<file path="config.mk">
export PLATFORM = sky130hd
export DESIGN_NAME = json_token_scanner_unit
export DESIGN_NICKNAME = d
export VERILOG_FILES = /design/src/hdl/jts_pkg.sv /design/src/hdl/json_token_scanner_unit.sv
export VERILOG_INCLUDE_DIRS = /design/src /design/src/hdl
export SDC_FILE = /design/constraint.sdc
export NUM_CORES = 1
export LEC_CHECK = 0
export BUFFER_PORTS_ARGS = -buffer_cell sky130_fd_sc_hd__clkbuf_2
export CORE_ASPECT_RATIO = 0.7
export CORE_MARGIN = 2
export CORE_UTILIZATION = 40
export DETAILED_ROUTE_END_ITERATION = 6
export HOLD_SLACK_MARGIN = 0.06
export MAX_ROUTING_LAYER = met4
export PLACE_DENSITY = 0.66
export SYNTH_ARGS = -nofsm -noshare
export SYNTH_HDL_FRONTEND = slang
export SYNTH_SLANG_ARGS = --single-unit
</file>
<file path="constraint.sdc">
create_clock -name clk -period 5.9 [get_ports clk]
set_input_delay 0.295 -clock clk [delete_from_list [all_inputs] [get_ports clk]]
set_output_delay 0.295 -clock clk [all_outputs]
set_load 0.1 [all_outputs]
</file>
<file path="src/hdl/assert_macros.svh">
// Assertion helpers used by the scanner RTL.
// Both macros sample on the rising edge of clk and are off while rst_n is low.
`ifndef ASSERT_MACROS_SVH
`define ASSERT_MACROS_SVH

// Check a condition at every clock edge.
`define JTS_ASSERT_ALWAYS(label, cond, msg) \
  label: assert property (@(posedge clk) disable iff (!rst_n) (cond)) else $error(msg);

// Check that a condition holds in the cycle after the trigger.
`define JTS_ASSERT_NEXT(label, ante, cons, msg) \
  label: assert property (@(posedge clk) disable iff (!rst_n) (ante) |=> (cons)) else $error(msg);

`endif

</file>
<file path="src/hdl/jts_pkg.sv">
package jts_pkg;

  // Token kinds carried on the result channel.
  typedef enum logic [3:0] {
    TK_LBRACE   = 4'd0,
    TK_RBRACE   = 4'd1,
    TK_LBRACKET = 4'd2,
    TK_RBRACKET = 4'd3,
    TK_COMMA    = 4'd4,
    TK_COLON    = 4'd5,
    TK_NULL     = 4'd6,
    TK_TRUE     = 4'd7,
    TK_FALSE    = 4'd8,
    TK_INT      = 4'd9,
    TK_REAL     = 4'd10,
    TK_SCHAR    = 4'd11,
    TK_SEND     = 4'd12,
    TK_EOF      = 4'd13,
    TK_ERR      = 4'd14
  } tok_t;

  // Error codes for error tokens.
  typedef enum logic [1:0] {
    ERR_UNKNOWN = 2'd0,
    ERR_LITERAL = 2'd1,
    ERR_END     = 2'd2
  } err_t;

  // Literal kinds.
  localparam logic [1:0] LIT_NULL  = 2'd0;
  localparam logic [1:0] LIT_TRUE  = 2'd1;
  localparam logic [1:0] LIT_FALSE = 2'd2;

  // Characters the scanner looks for.
  localparam logic [7:0] CH_LBRACE   = 8'h7B;
  localparam logic [7:0] CH_RBRACE   = 8'h7D;
  localparam logic [7:0] CH_LBRACKET = 8'h5B;
  localparam logic [7:0] CH_RBRACKET = 8'h5D;
  localparam logic [7:0] CH_COMMA    = 8'h2C;
  localparam logic [7:0] CH_COLON    = 8'h3A;
  localparam logic [7:0] CH_POINT    = 8'h2E;
  localparam logic [7:0] CH_ZERO     = 8'h30;
  localparam logic [7:0] CH_NINE     = 8'h39;
  localparam logic [7:0] CH_TAB      = 8'h09;
  localparam logic [7:0] CH_LF       = 8'h0A;
  localparam logic [7:0] CH_CR       = 8'h0D;
  localparam logic [7:0] CH_SPACE    = 8'h20;
  localparam logic [7:0] CH_QUOTE    = 8'h22;
  localparam logic [7:0] CH_LOWER_N  = 8'h6E;
  localparam logic [7:0] CH_LOWER_T  = 8'h74;
  localparam logic [7:0] CH_LOWER_F  = 8'h66;

  // Result channel widths.
  localparam int OUT_TDATA_W = 48;
  localparam int NUM_OUT_W   = 31;

  // One result item.
  typedef struct packed {
    tok_t                 token_kind;
    logic [NUM_OUT_W-1:0] number_value;
    logic [3:0]           fraction_digits;
    logic                 number_overflow;
    logic [7:0]           string_char;
    err_t                 error_code;
    logic                 is_last;
  } res_t;

  // Number of letters in each literal.
  function automatic logic [2:0] lit_len(input logic [1:0] kind);
    logic [2:0] len;
    unique case (kind)
      LIT_FALSE: len = 3'd5;
      default:   len = 3'd4;
    endcase
    return len;
  endfunction

  // Expected letter of a literal at a given position.
  function automatic logic [7:0] lit_char(input logic [1:0] kind, input logic [2:0] pos);
    logic [7:0] ch;
    ch = 8'h00;
    unique case (kind)
      LIT_TRUE: begin
        unique case (pos)
          3'd0:    ch = 8'h74;
          3'd1:    ch = 8'h72;
          3'd2:    ch = 8'h75;
          3'd3:    ch = 8'h65;
          default: ch = 8'h00;
        endcase
      end
      LIT_FALSE: begin
        unique case (pos)
          3'd0:    ch = 8'h66;
          3'd1:    ch = 8'h61;
          3'd2:    ch = 8'h6C;
          3'd3:    ch = 8'h73;
          3'd4:    ch = 8'h65;
          default: ch = 8'h00;
        endcase
      end
      default: begin
        unique case (pos)
          3'd0:    ch = 8'h6E;
          3'd1:    ch = 8'h75;
          3'd2:    ch = 8'h6C;
          3'd3:    ch = 8'h6C;
          default: ch = 8'h00;
        endcase
      end
    endcase
    return ch;
  endfunction

endpackage

</file>
<file path="src/hdl/json_token_scanner_unit.sv">
// Streaming JSON tokenizer.
// Input channel: one transfer per byte of text. in_tdata holds the byte and
// in_tuser marks the end of the text; the byte is ignored on an end transfer.
// Result channel: one transfer per token. out_tuser holds the token kind,
// out_tdata the number, fraction count, overflow flag, string byte and error
// code, and out_tlast marks the last token caused by one input transfer.
// Each input transfer yields zero, one or two tokens. Two tokens arise when a
// number is closed by a character that gives a token of its own or by the end
// marker, and when the text ends inside a literal or a string.
// The tokens of a byte are written into the queue when the byte is taken.
// Throughput: one byte per cycle while in_tready is high. The tokens wait in a
// three-entry queue, and in_tready is high while the queue holds at most one
// token, so a byte that gives two tokens holds in_tready low for one cycle while
// the receiver keeps up. When the receiver stalls, the queue fills and in_tready
// drops; no token is lost. Reset empties the queue and returns the scanner
// to the state between tokens with a cleared number.
`include "assert_macros.svh"

module json_token_scanner_unit #(
  parameter int NUMBER_BITS = 31
) (
  input  logic                               clk,
  input  logic                               rst_n,
  // Input channel.
  input  logic                               in_tvalid,
  output logic                               in_tready,
  input  logic [7:0]                         in_tdata,   // [7:0] char_in
  input  logic                               in_tuser,   // [0] at_end
  // Result channel.
  output logic                               out_tvalid,
  input  logic                               out_tready,
  // [30:0] number_value, [34:31] fraction_digits, [35] number_overflow,
  // [43:36] string_char, [45:44] error_code, [47:46] zero
  output logic [jts_pkg::OUT_TDATA_W-1:0]    out_tdata,
  output logic [3:0]                         out_tuser,  // [3:0] token_kind
  output logic                               out_tlast   // is_last
);
  import jts_pkg::*;

  localparam int NumW = (NUMBER_BITS > NUM_OUT_W) ? NUMBER_BITS : NUM_OUT_W;
  localparam logic [NUMBER_BITS+3:0] MantLimit = {4'b0000, {NUMBER_BITS{1'b1}}};

  typedef enum logic [2:0] {
    MODE_IDLE,
    MODE_LIT,
    MODE_INT,
    MODE_FRAC,
    MODE_STR
  } mode_t;

  // Scanner state.
  mode_t                  mode_r, mode_nxt;
  logic [1:0]             lit_kind_r, lit_kind_nxt;
  logic [2:0]             lit_pos_r, lit_pos_nxt;
  logic [NUMBER_BITS-1:0] mant_r, mant_nxt;
  logic [3:0]             frac_r, frac_nxt;
  logic                   sat_r, sat_nxt;

  // Result queue.
  res_t                   fifo_r [3];
  logic [1:0]             rd_ptr_r, rd_ptr_nxt;
  logic [1:0]             wr_ptr_r, wr_ptr_nxt;
  logic [1:0]             count_r, count_nxt;

  // Results of the current byte.
  res_t                   res0, res1, start_res;
  logic [1:0]             n_res;
  logic                   again, start_valid;

  logic                   in_acc, out_acc;
  logic [7:0]             ch;
  logic                   at_end, is_digit;
  logic [3:0]             digit;
  logic [NUMBER_BITS+3:0] mant_ten;
  logic                   mant_over;
  logic [NumW-1:0]        mant_wide;
  logic [1:0]             kind_eff;
  logic [2:0]             len_eff, pos_eff, pos_inc;

  // Conditions checked by the assertions.
  logic                   scan_clear, lit_pos_ok;

  function automatic logic [1:0] ptr_inc(input logic [1:0] p);
    return (p == 2'd2) ? 2'd0 : p + 2'd1;
  endfunction

  assign in_acc  = in_tvalid && in_tready;
  assign out_acc = out_tvalid && out_tready;
  assign ch      = in_tdata;
  assign at_end  = in_tuser;
  assign is_digit = !at_end && (ch >= CH_ZERO) && (ch <= CH_NINE);
  assign digit   = 4'(ch - CH_ZERO);

  // Multiply-accumulate for one decimal digit, with saturation check.
  assign mant_ten  = {mant_r, 3'b000} + {2'b00, mant_r, 1'b0} + (NUMBER_BITS+4)'(digit);
  assign mant_over = mant_ten > MantLimit;
  assign mant_wide = NumW'(mant_r);

  // Literal letter lookup; out-of-range state falls back to the first letter.
  assign kind_eff = (lit_kind_r == 2'd3) ? LIT_NULL : lit_kind_r;
  assign len_eff  = lit_len(kind_eff);
  assign pos_eff  = (lit_pos_r < len_eff) ? lit_pos_r : 3'd0;
  assign pos_inc  = pos_eff + 3'd1;

  // Token scan for one byte.
  always_comb begin
    mode_nxt     = mode_r;
    lit_kind_nxt = lit_kind_r;
    lit_pos_nxt  = lit_pos_r;
    mant_nxt     = mant_r;
    frac_nxt     = frac_r;
    sat_nxt      = sat_r;
    res0         = '0;
    res1         = '0;
    start_res    = '0;
    start_valid  = 1'b0;
    n_res        = 2'd0;
    again        = 1'b1;

    // Continue the token in progress.
    unique case (mode_r)
      MODE_INT, MODE_FRAC: begin
        if (is_digit) begin
          again = 1'b0;
          if (mode_r == MODE_FRAC && frac_r == 4'd15) begin
            sat_nxt = 1'b1;
          end else begin
            if (mant_over) begin
              mant_nxt = {NUMBER_BITS{1'b1}};
              sat_nxt  = 1'b1;
            end else begin
              mant_nxt = mant_ten[NUMBER_BITS-1:0];
            end
            if (mode_r == MODE_FRAC) begin
              frac_nxt = frac_r + 4'd1;
            end
          end
        end else if (!at_end && ch == CH_POINT && mode_r == MODE_INT) begin
          again    = 1'b0;
          mode_nxt = MODE_FRAC;
        end else begin
          res0.token_kind      = (mode_r == MODE_INT) ? TK_INT : TK_REAL;
          res0.number_value    = mant_wide[NUM_OUT_W-1:0];
          res0.fraction_digits = (mode_r == MODE_INT) ? 4'd0 : frac_r;
          res0.number_overflow = sat_r;
          n_res    = 2'd1;
          mant_nxt = '0;
          frac_nxt = 4'd0;
          sat_nxt  = 1'b0;
          mode_nxt = MODE_IDLE;
        end
      end
      MODE_STR: begin
        if (at_end) begin
          res0.token_kind = TK_ERR;
          res0.error_code = ERR_END;
          n_res    = 2'd1;
          mode_nxt = MODE_IDLE;
        end else begin
          again = 1'b0;
          n_res = 2'd1;
          if (ch == CH_QUOTE) begin
            res0.token_kind = TK_SEND;
            mode_nxt        = MODE_IDLE;
          end else begin
            res0.token_kind  = TK_SCHAR;
            res0.string_char = ch;
          end
        end
      end
      MODE_LIT: begin
        if (at_end) begin
          res0.token_kind = TK_ERR;
          res0.error_code = ERR_END;
          n_res    = 2'd1;
          mode_nxt = MODE_IDLE;
        end else begin
          again = 1'b0;
          if (ch != lit_char(kind_eff, pos_eff)) begin
            res0.token_kind = TK_ERR;
            res0.error_code = ERR_LITERAL;
            n_res       = 2'd1;
            mode_nxt    = MODE_IDLE;
            lit_pos_nxt = 3'd0;
          end else if (pos_inc >= len_eff) begin
            unique case (kind_eff)
              LIT_NULL: res0.token_kind = TK_NULL;
              LIT_TRUE: res0.token_kind = TK_TRUE;
              default:  res0.token_kind = TK_FALSE;
            endcase
            n_res       = 2'd1;
            mode_nxt    = MODE_IDLE;
            lit_pos_nxt = 3'd0;
          end else begin
            lit_pos_nxt = pos_inc;
          end
        end
      end
      default: begin
      end
    endcase

    // Start a new token with this byte, or close the text.
    if (again) begin
      if (at_end) begin
        start_res.token_kind = TK_EOF;
        start_valid  = 1'b1;
        mode_nxt     = MODE_IDLE;
        lit_kind_nxt = LIT_NULL;
        lit_pos_nxt  = 3'd0;
        mant_nxt     = '0;
        frac_nxt     = 4'd0;
        sat_nxt      = 1'b0;
      end else begin
        mode_nxt = MODE_IDLE;
        priority if (ch == CH_SPACE || ch == CH_TAB || ch == CH_LF || ch == CH_CR) begin
          start_valid = 1'b0;
        end else if (ch == CH_LBRACE) begin
          start_res.token_kind = TK_LBRACE;
          start_valid = 1'b1;
        end else if (ch == CH_RBRACE) begin
          start_res.token_kind = TK_RBRACE;
          start_valid = 1'b1;
        end else if (ch == CH_LBRACKET) begin
          start_res.token_kind = TK_LBRACKET;
          start_valid = 1'b1;
        end else if (ch == CH_RBRACKET) begin
          start_res.token_kind = TK_RBRACKET;
          start_valid = 1'b1;
        end else if (ch == CH_COMMA) begin
          start_res.token_kind = TK_COMMA;
          start_valid = 1'b1;
        end else if (ch == CH_COLON) begin
          start_res.token_kind = TK_COLON;
          start_valid = 1'b1;
        end else if (ch == CH_LOWER_N || ch == CH_LOWER_T || ch == CH_LOWER_F) begin
          lit_kind_nxt = (ch == CH_LOWER_N) ? LIT_NULL :
                         (ch == CH_LOWER_T) ? LIT_TRUE : LIT_FALSE;
          lit_pos_nxt  = 3'd1;
          mode_nxt     = MODE_LIT;
        end else if (ch == CH_QUOTE) begin
          mode_nxt = MODE_STR;
        end else if (is_digit) begin
          mant_nxt = NUMBER_BITS'(digit);
          frac_nxt = 4'd0;
          sat_nxt  = 1'b0;
          mode_nxt = MODE_INT;
        end else begin
          start_res.token_kind = TK_ERR;
          start_res.error_code = ERR_UNKNOWN;
          start_valid = 1'b1;
        end
      end
    end

    // Append the start token and mark the last token of this byte.
    if (start_valid) begin
      if (n_res == 2'd0) begin
        res0 = start_res;
      end else begin
        res1 = start_res;
      end
      n_res = n_res + 2'd1;
    end
    if (n_res == 2'd2) begin
      res1.is_last = 1'b1;
    end else begin
      res0.is_last = 1'b1;
    end
  end

  // Queue pointer and fill bookkeeping.
  always_comb begin
    wr_ptr_nxt = wr_ptr_r;
    rd_ptr_nxt = rd_ptr_r;
    count_nxt  = count_r;
    if (in_acc) begin
      if (n_res == 2'd1) begin
        wr_ptr_nxt = ptr_inc(wr_ptr_r);
      end else if (n_res == 2'd2) begin
        wr_ptr_nxt = ptr_inc(ptr_inc(wr_ptr_r));
      end
    end
    if (out_acc) begin
      rd_ptr_nxt = ptr_inc(rd_ptr_r);
    end
    count_nxt = count_r + (in_acc ? n_res : 2'd0) - {1'b0, out_acc};
  end

  // State and queue registers.
  always_ff @(posedge clk) begin
    if (!rst_n) begin
      mode_r     <= MODE_IDLE;
      lit_kind_r <= LIT_NULL;
      lit_pos_r  <= 3'd0;
      mant_r     <= '0;
      frac_r     <= 4'd0;
      sat_r      <= 1'b0;
      rd_ptr_r   <= 2'd0;
      wr_ptr_r   <= 2'd0;
      count_r    <= 2'd0;
    end else begin
      rd_ptr_r <= rd_ptr_nxt;
      wr_ptr_r <= wr_ptr_nxt;
      count_r  <= count_nxt;
      if (in_acc) begin
        mode_r     <= mode_nxt;
        lit_kind_r <= lit_kind_nxt;
        lit_pos_r  <= lit_pos_nxt;
        mant_r     <= mant_nxt;
        frac_r     <= frac_nxt;
        sat_r      <= sat_nxt;
        if (n_res != 2'd0) begin
          fifo_r[wr_ptr_r] <= res0;
        end
        if (n_res == 2'd2) begin
          fifo_r[ptr_inc(wr_ptr_r)] <= res1;
        end
      end
    end
  end

  // Output side of the queue.
  assign in_tready  = count_r < 2'd2;
  assign out_tvalid = count_r != 2'd0;
  assign out_tuser  = fifo_r[rd_ptr_r].token_kind;
  assign out_tlast  = fifo_r[rd_ptr_r].is_last;
  assign out_tdata  = {2'b00,
                       fifo_r[rd_ptr_r].error_code,
                       fifo_r[rd_ptr_r].string_char,
                       fifo_r[rd_ptr_r].number_overflow,
                       fifo_r[rd_ptr_r].fraction_digits,
                       fifo_r[rd_ptr_r].number_value};

  // Scanner idle with a clear number, and a literal position inside its literal.
  assign scan_clear = (mode_r == MODE_IDLE) && (mant_r == '0) && (frac_r == 4'd0);
  assign lit_pos_ok = (mode_r != MODE_LIT) ||
                      ((lit_pos_r != 3'd0) && (lit_pos_r < 3'd5) && (lit_kind_r != 2'd3));

  // The queue never holds more tokens than it has entries.
  `JTS_ASSERT_ALWAYS(a_queue_bound, count_r <= 2'd3, "result queue overfilled")
  // After the end marker the scanner is back between tokens with a clear number.
  `JTS_ASSERT_NEXT(a_eof_clears, in_acc && at_end, scan_clear, "scanner not cleared at end")
  // Inside a literal the letter position stays within the literal.
  `JTS_ASSERT_ALWAYS(a_lit_pos, lit_pos_ok, "literal position out of range")

endmodule
</file>
Word-level counts from Yosys, hierarchy flattened
Memory sizes are Yosys's and may differ from the RTL's. A register that Yosys moved wholly into a read port is not among the register bits.
Cells that the tools add are included.
{ "op_classes": {"addsub": 11, "eq_ne": 43, "magnitude_cmp": 6, "div_mod_pow": 0, "mul": 0, "shift": 0, "n_mux": 181, "bitwise_logic": 0, "reduce_logical": 27} }
{ "op_table": {"columns": ["cell", "count"], "rows": [
  ["$mux W31", 17],
  ["$mux W51", 4],
  ["$mux W4", 34],
  ["$mux W3", 33],
  ["$mux W40", 2],
  ["$eq A8 B7 Y1 const B", 7],
  ["$mux W2", 26],
  ["$mux W1", 49],
  ["$eq A8 B6 Y1 const B", 5],
  ["$mux W8", 5],
  ["$mux W36", 1],
  ["$add A34 B32 Y35", 1],
  ["$add A35 B4 Y35", 1],
  ["$gt A35 B31 Y1 const B", 1],
  ["$pmux W7 S5", 1],
  ["$pmux W7 S4", 1],
  ["$eq A8 B4 Y1 const B", 3],
  ["$pmux W7 S3", 1],
  ["$pmux W8 S2", 1],
  ["$ne A2 B2 Y1 const B", 7],
  ["$eq A2 B2 Y1 const B", 6],
  ["$eq A3 B2 Y1 const B", 4],
  ["$pmux W4 S3", 1],
  ["$reduce_and A10 Y1", 1],
  ["other kinds (34)", 56]
]} }
{ "word_totals": {"word_cells": 278, "ff_bits": 50, "romBits": 0, "latchBits": 0, "ramBits": 153, "input_bits": 13, "out_inout_bits": 55, "memories": 1} }
{ "mem_list": {"columns": ["memory", "words", "word_bits", "read_ports", "rd_ports_with_merged_regs", "write_ports", "line_no", "source"], "rows": [
  ["fifo_r", 3, 51, 1, 1, 2, "json_token_scanner_unit.sv:60", "res_t fifo_r [3];"]
]} }

Longest topological paths before layout
Gate-level depths: netlist (run 1).
{ "depth": {"word_depth": 26, "depth_mapped": 20, "mapped_depth_nobuf": 19} }

Least setup slack after synthesis (run 1)
No wires, ideal clock.
{ "synth_path": {"path_kind": "flip-flop to flip-flop", "start": "reg lit_kind_r[0]", "end": "mem fifo_r[1][0] (netlist bit), enable pin", "slack_ns": 1.737, "period_less_slack_ns": 4.163, "t_arrival_ns": 3.890, "path_stages_with_launch": 20, "setup_time_ns": 0.273, "required_time_ns": 5.627, "cell_sequence": "dfxtp_1 inv_1 ha_1 nand4bb_1 clkbuf_1 ha_1 a211o_1 a221o_1 a22oi_2 nand4b_1 o41ai_2 nand3_2 inv_1 ha_1 inv_1 nand3_1 and2_1 clkbuf_1 clkbuf_1 inv_1"} }
{ "synth_rtl": {"columns": ["element", "line_no", "source"], "rows": [
  ["start, declared", "json_token_scanner_unit.sv:53", "logic [1:0] lit_kind_r, lit_kind_nxt;"],
  ["start signal, assigned", "json_token_scanner_unit.sv:308", "lit_kind_r <= lit_kind_nxt;"],
  ["end, declared", "json_token_scanner_unit.sv:60", null]
]} }

==> results of run 1 <==
==> cell usage after synthesis (all sizes together), types with 15 or more instances <==
master	number
nand2b	15
a21oi	105
nand3	26
inv	41
o21ai	124
xnor2	16
a211oi	24
a22o	100
mux2i	57
nor2	55
ha	77
nor3	19
edfxtp	15
clkbuf	81
a32o	18
nand2	148
dfxtp	190
==> worst reg2reg max path, cell delays in order (launching register included) <==
cell	delay [ps]
dfxtp_1	340
inv_1	90
ha_1	320
nand4bb_1	360
ha_1	360
a211o_1	230
a221o_1	330
a22oi_2	160
nand4b_1	140
o41ai_2	440
nand3_2	280
inv_1	130
ha_1	210
nor2_1	90
nand3_1	400
and2_2	430
buf_4	420
a22o_1	240
==> through the flow <==
step / hold slack, ps / cells / area [um2] / power [mW]
detailed placement: 445 / 1696 / 12200 / 2.21
global placement: 434 / 1696 / 12200 / 2.20
CTS: 157 / 1736 / 12900 / 3.59
global route: 171 / 1736 / 12900 / 3.71
finish: 172 / 1736 / 12900 / 3.58
floorplan: 424 / 1330 / 11600 / 2.06
==> routing by layer <==
layer / vias to the layer above / GRT usage [%] / share of wire [%]
met3: 47 / 3.83 / 7.9
met1: 4941 / 33.2 / 52
met2: 353 / 28.5 / 39
li1: 4971 / - / -
met5: - / - / 0
met4: 0 / 3.82 / 1.5
==> power by group through the flow <==
stage	sequential [mW]	clock, mW	combinational, mW
floorplan	1.50	0	0.558
global placement	1.54	0	0.660
detailed placement	1.54	0	0.669
CTS	1.51	1.40	0.671
global route	1.52	1.46	0.721
finish	1.51	1.39	0.677
==> state kept, by name (all words and copies together) (netlist names), named ones only <==
name,cells
lit_pos_r,3
frac_r,4
fifo_r,153
rd_ptr_r,2
sat_r,1
mode_r,3
wr_ptr_r,2
count_r,2
mant_r,31
lit_kind_r,2
==> worst max path at each step <==
stage / endpoint
2_1_floorplan: fifo_r[1][0]
3_3_place_gp: fifo_r[2][24]
3_5_place_dp: fifo_r[2][27]
4_1_cts: fifo_r[2][37]
5_1_grt: fifo_r[2][37]
6_report: fifo_r[2][37]
==> kinds of logic (layout without fill, tap and decap cells) <==
| group | Yosys count | in the layout |
|---|---|---|
| adders and majority gates | 79 | 79 |
| DFF | 205 | 205 |
| muxes | 61 | 61 |
| other | 1 | 2 |
| buffers and inverters | 133 | 161 |
| and+or+nand+nor | 339 | 339 |
| xor gates and xnor gates | 30 | 30 |
| AOI/OAI and AO/OA | 481 | 481 |
==> cells in the final DEF (no fill, tap or decap), types with 17 or more instances in the layout <==
cell | netlist | layout
mux2i_1 | 57 | 57
nor2_1 | 55 | 51
inv_1 | 41 | 41
nand3_1 | 25 | 25
clkbuf_2 | 0 | 65
nand2_1 | 148 | 148
a22o_1 | 100 | 100
ha_1 | 77 | 77
nor3_1 | 18 | 17
clkbuf_16 | 0 | 22
a21oi_1 | 105 | 105
dfxtp_1 | 190 | 188
o21ai_0 | 111 | 111
a211oi_1 | 23 | 23
a32o_1 | 18 | 18
==> final cells by class <==
| type | instances | area, um2 |
|---|---|---|
| Timing Repair Buffer | 79 | 443 |
| Inverter | 42 | 158 |
| Clock inverter | 13 | 126 |
| Tap cell | 378 | 473 |
| Sequential cell | 205 | 4260 |
| Multi-Input combinational cell | 992 | 6860 |
| Clock buffer | 27 | 589 |
| Fill cell | 2711 | 15800 |
==> key figures, run 1 <==
Clock network
  – Clk buf depth: 3
  – Num CTS Buffers: 22
  – Worst-path clk slew: 60 ps
  – Root buffer cell: clkbuf_16
  – Post-cts resize count: 0
  – H-tree Lvls: 1
  – Postcts setup bufs: 0
  – # hold bufs at CTS: 0
  – CTS tree: built
  – Clk_lat worst skew: 520 ps
  – Sink Count: 205

Placement
  – GPL Wtd Cong: 0.931
  – HPWL Detailed: 23.1 mm
  – Dpl ws: 968 ps
  – Port-buffer cells: between 60 and 70

Die
  – Core Box Area: 0.0287 mm2
  – Total die area: 0.0304 mm2
  – Die height: 147 um
  – Top Ports: 68
  – # rows: 52
  – Initial Util: 40.4%
  – Width of the die: 208 um

Worst setup path
  – Worst setup SP type: flop
  – CP peak stage delay: approximately 440 ps
  – Reg-to-Reg Start: lit_kind_r[0]
  – WP data arrival: 5480 ps
  – R2R depth: 17
  – Stages on worst setup path: 17
  – CP cell instances: inv_1 -> ha_1 -> nand4bb_1 -> ha_1 -> a211o_1 -> a221o_1 -> a22oi_2 -> nand4b_1 -> o41ai_2 -> nand3_2 -> inv_1 -> ha_1 -> nor2_1 -> nand3_1 -> and2_2 -> buf_4 -> a22o_1
  – Crit path max-delay family: simple AND/OR/NAND/NOR gates
  – CP max stage cell: o41ai_2
  – CP Max Fanout: 35
  – Worst setup EP type: flop
  – CP dominant cell by count: ha_1
  – Critical Path Start: lit_kind_r[0]
  – Req. time, crit path: 6360 ps
  – Worst R2R End: fifo_r[2][37]
  – R2R setup slack: 880 ps
  – Crit path buf inv count: 3
  – CP Class: flop to flop

Timing
  – Fin crit period: 5020 ps
  – Hold Vio Cnt, Final: 0
  – FMAX: 199 MHz
  – Unrepaired setup endpoints after global routing: no
  – Slew HR: between 20% and 30%
  – Skew final: 10.3 ps
  – Worst Max-Slew Pin Slew: 1160 ps
  – Final WS setup: 880 ps
  – Final period util: 85.1%
  – Slew Limit Fails: 0
  – Final setup vio count: 0
  – Setup TNS: 0 ps

Yosys
  – FFs w/ async S/R, synth: 0%
  – XOR/XNOR Fraction of Synth Area: under 10%
  – Synthesis Warnings: 0
  – Post-synthesis mux area share: 5.37%
  – Leading area contributor after synthesis: dfxtp_1
  – Post-synth EDFFs: 15
  – Post-Syn Instances: 1329
  – Post-Syn Area: 0.0116 mm2
  – Simple-Gate Fraction of Synth Area: 14.0%
  – Area contributors post-synth: dfxtp_1 33%, ha_1 8.3%, a22o_1 7.5%, mux2i_1 4.9%, o21ai_0 4.8%
  – Avg Cell Area, Syn: between 8 and 9 um2
  – Top cell type's share of synthesized area: roughly a third
  – Seq/Total Area, Yosys: between 30% and 40%
  – FF+latch count, synth: 205
  – Synth Area in Compound Gates: around 29%
  – Main combinational cell family by area after synthesis: compound AO/OA/AOI/OAI gates
  – Adder-Cell Fraction of Synth Area: 8.65%
  – Post-synth top flop: dfxtp_1
  – Yosys cell types: 86

Min path
  – Hold Path Class: input port to flop
  – Endpoint, Worst Hold: mant_r[2]
  – Worst Hold Path Cells: 2
  – Worst min-delay path startpoint: rst_n

Layout
  – Share of cells above drive strength 1: a little over a tenth
  – Final core utilization: 45.0%
  – Antenna cell count: 0
  – Synth-to-layout area growth: 11.3%
  – # nets final: ~1400

Route
  – Initial drt markers: 969
  – DRT antenna net count: 0
  – Total Routed Length: 32.7 mm
  – DRT Pass-1 Iters: 5
  – DRC errors left: 0
  – Via Count: 10300
  – Vias/cell: between 5 and 6
  – Wire length per cell: between 15 and 20 um

Power
  – Leakage: 5.15 nW
  – Switch share: 32.1%
  – Sw Pwr: 1.15 mW
  – Clock power frac: 38.7%
  – Comb power frac: between 10% and 20%
  – Int Power: 2.43 mW
  – Seq pwr share: 42.3%
  – Worst vdd ir: 187 uV
  – Power density cells: 277 mW/mm2

Global routing
  – Vias in the first global route: 9484
  – First-pass GRT wire length: between 50 and 60 mm
  – Total grt overflow: 0
  – Largest net degree at the start of global routing: 103
  – Initial antenna violation count: 0
  – Total GRT Usage: approximately a fifth

Status
  – Status: finished, final reports clean

Run
  – Max-cap violations: 0
(Power assumes the default switching activity.)
==> run 2: changes to the inputs <==
PLACE_DENSITY = 0.68   (was 0.66)
REMOVE_ABC_BUFFERS = 1   (was not set)
clock period = 4.1 ns   (was 5.9 ns; I/O delays follow)
==> key figures, run 2 (same netlist as run 1, synthesis figures left out) <==
Global routing
  – First-pass GRT wire length: 52.6 mm (+0.90%)
  – Initial antenna violation count: 1 (+1)
  – GRT Max-Usage Layer: met1
  – Largest net degree at the start of global routing: 103 (unchanged)
  – Met1 global-route usage: 33.5% (+0.30 points)
  – M3 GR Usage: 3.70% (-0.13 points)
  – Met2 usage: 29.7% (+1.2 points)
  – Total GRT Usage: 21.8% (+0.45 points)
  – Total grt overflow: 0 (unchanged)
  – Vias in the first global route: 9481 (-0.032%)

Worst setup path
  – Worst setup EP type: flop
  – Worst setup SP type: flop
  – Req. time, crit path: 4550 ps (-1810 ps)
  – CP Max Fanout: 23 (-34%)
  – CP Class: flop to flop
  – WP data arrival: 4350 ps (-1130 ps)

Layout
  – Synth-to-layout area growth: 14.1%
  – Filler cell count: 2758 (+1.7%)
  – Final cell count without fillers: 1765 (+1.7%)
  – Max reg flops: 153 (unchanged)
  – # nets final: 1462 (+2.0%)
  – Most common cell after layout, fill and taps aside: dfxtp_1
  – Share of cells above drive strength 1: 12.3% (+1.9 points)
  – Commonest non-fill, non-tap cells in the layout: 187 x dfxtp_1, 147 x nand2_1, 111 x o21ai_0, 105 x a21oi_1, 100 x a22o_1
  – Leading registers by flop count: fifo_r (153), mant_r (31), frac_r (4)
  – Top register by number of flip-flops: fifo_r

Power
  – Seq pwr share: 43.6% (+1.3 points)
  – Sw Pwr: 1.65 mW (+44%)
  – Clock power frac: 37.5% (-1.2 points)
  – Comb power frac: 18.9% (about the same)
  – Leakage: 5.31 nW (+3.2%)
  – Switch share: 32.4% (+0.23 points)
  – Worst vdd ir: 307 uV (+64%)
  – Int Power: 3.46 mW (+42%)
  – Power density cells: 386 mW/mm2 (+39%)

Timing
  – Final WS setup: 201 ps (-679 ps)
  – Worst Max-Slew Pin Slew: 1260 ps (+103 ps)
  – Skew final: 24.6 ps (+14.2 ps)
  – FMAX: 256 MHz (+29%)
  – Setup TNS: 0 ps (unchanged)
  – Slew Limit Fails: 0 (unchanged)
  – Final period util: 95.1% (+10 points)
  – Fin crit period: 3900 ps (-1120 ps)
  – Final setup vio count: 0 (unchanged)
  – Unrepaired setup endpoints after global routing: no
  – Min Hold Slack: 76.1 ps (-95.9 ps)
  – Slew HR: 15.3% (-6.9 points)
  – Hold Vio Cnt, Final: 0 (unchanged)

Clock network
  – Num CTS Buffers: 22 (unchanged)
  – Clk buf depth: 3 (unchanged)
  – Sink Count: 205 (unchanged)
  – Root buffer cell: clkbuf_16
  – H-tree Lvls: 1 (unchanged)
  – CTS tree: built
  – # hold bufs at CTS: 0 (unchanged)
  – Clk_lat worst skew: 520 ps (about the same)
  – Worst-path clk slew: 60 ps (about the same)

Route
  – Initial drt markers: 902 (-6.9%)
  – Wire length per cell: 18.8 um (-0.14%)
  – DRT Pass-1 Iters: 5 (unchanged)
  – Vias/cell: 5.85 (-1.5%)
  – DRC errors left: 0 (unchanged)
  – DRT antenna net count: 0 (unchanged)
  – Total Routed Length: 33.2 mm (+1.5%)
  – Via Count: 10300 (+0.11%)

Die
  – Core Box Area: 0.0287 mm2 (unchanged)
  – Die height: 147 um (unchanged)
  – Width of the die: 208 um (unchanged)
  – Initial Util: 40.4% (unchanged)
  – Total die area: 0.0304 mm2 (unchanged)
  – Top Ports: 68 (unchanged)
  – # rows: 52 (unchanged)

Placement
  – HPWL Detailed: 23.1 mm (+0.11%)
  – Dpl ws: 114 ps (-855 ps)
  – Port-buffer cells: 65 (unchanged)
  – GPL Wtd Cong: 0.914 (-1.9%)
  – Placed Cells: 1723 (+1.6%)

Min path
  – Hold Path Class: input port to flop

Status
  – Status: finished, final reports clean

Run
  – Max-cap violations: 0 (unchanged)
[run 2: cell count changes in the layout (fill, tap and decap cells not counted), sizes merged]
cell	before	now
clkinv	11	6
buf	14	41
bufinv	2	1
clkbuf	92	97
diode	0	1
inv	41	43
[run 2: repair_timing]
action | CTS | global route
resized for setup | 0 | 9
setup buffers | 0 | 0
endpoints found under the setup margin | 0 | 145
[run 2: power by group through the flow]
stage | registers, mW | clock network, mW | logic [mW]
2_1_floorplan | 2.23 | 0 | 0.710
3_5_place_dp | 2.28 | 0 | 0.940
5_1_grt | 2.24 | 2.04 | 1.02
6_report | 2.23 | 1.92 | 0.964
3_3_place_gp | 2.27 | 0 | 0.931
4_1_cts | 2.23 | 1.95 | 0.943
[run 2: routing by layer]
| layer | share of wire, % | up-vias |
|---|---|---|
| met5 | 0 | - |
| met4 | 1.4 | 0 |
| met3 | 7.5 | 36 |
| met2 | 39 | 330 |
| met1 | 52 | 4915 |
| li1 | - | 5042 |
[run 2: worst paths after layout]
| path | start | endpoint | slack [ps] | cells after the start |
|---|---|---|---|---|
| max reg2reg | lit_pos_r[2] | fifo_r[1][18] | 200 | 18 |
| min | in_tvalid | count_r[1] | 80 | 4 |
| max | lit_pos_r[2] | fifo_r[1][18] | 200 | 18 |
| min reg2reg | fifo_r[0][10] | fifo_r[0][10] | 450 | 2 |
[run 2: per-stage QoR]
stage                     utilization, %  power (mW)  cell area, um2
final                               46.1        5.11           13200
after global placement              43.5        3.20           12500
after CTS                           45.9        5.13           13200
after floorplan                        -        2.94           11300
after detailed placement            43.5        3.22           12500
after global routing                46.1        5.31           13200
[run 2: critical path: stages, from the launching register on]
cell      delay (ps)
dfxtp_2          370
nand2b_1         180
inv_1             90
ha_1             200
ha_1             230
a211o_1          230
a221o_1          340
a22oi_2          160
nand4b_1         180
o41ai_4          380
nand3_2          120
inv_1             90
ha_1             200
inv_1             90
nand3_1          180
buf_6            190
and2_4           210
buf_12           180
a22o_1           170
[run 2: final cells by class]
cell class / count / area (um2) / share of cell area [%]
Sequential cell: 205 / 4260 / 32.2
Timing Repair Buffer: 107 / 762 / 5.76
Multi-Input combinational cell: 992 / 6890 / 52.1
Clock inverter: 9 / 91.3 / 0.690
Tap cell: 378 / 473 / 3.57
Inverter: 42 / 158 / 1.19
Clock buffer: 31 / 594 / 4.49
Antenna cell: 1 / 2.50 / 0.0189
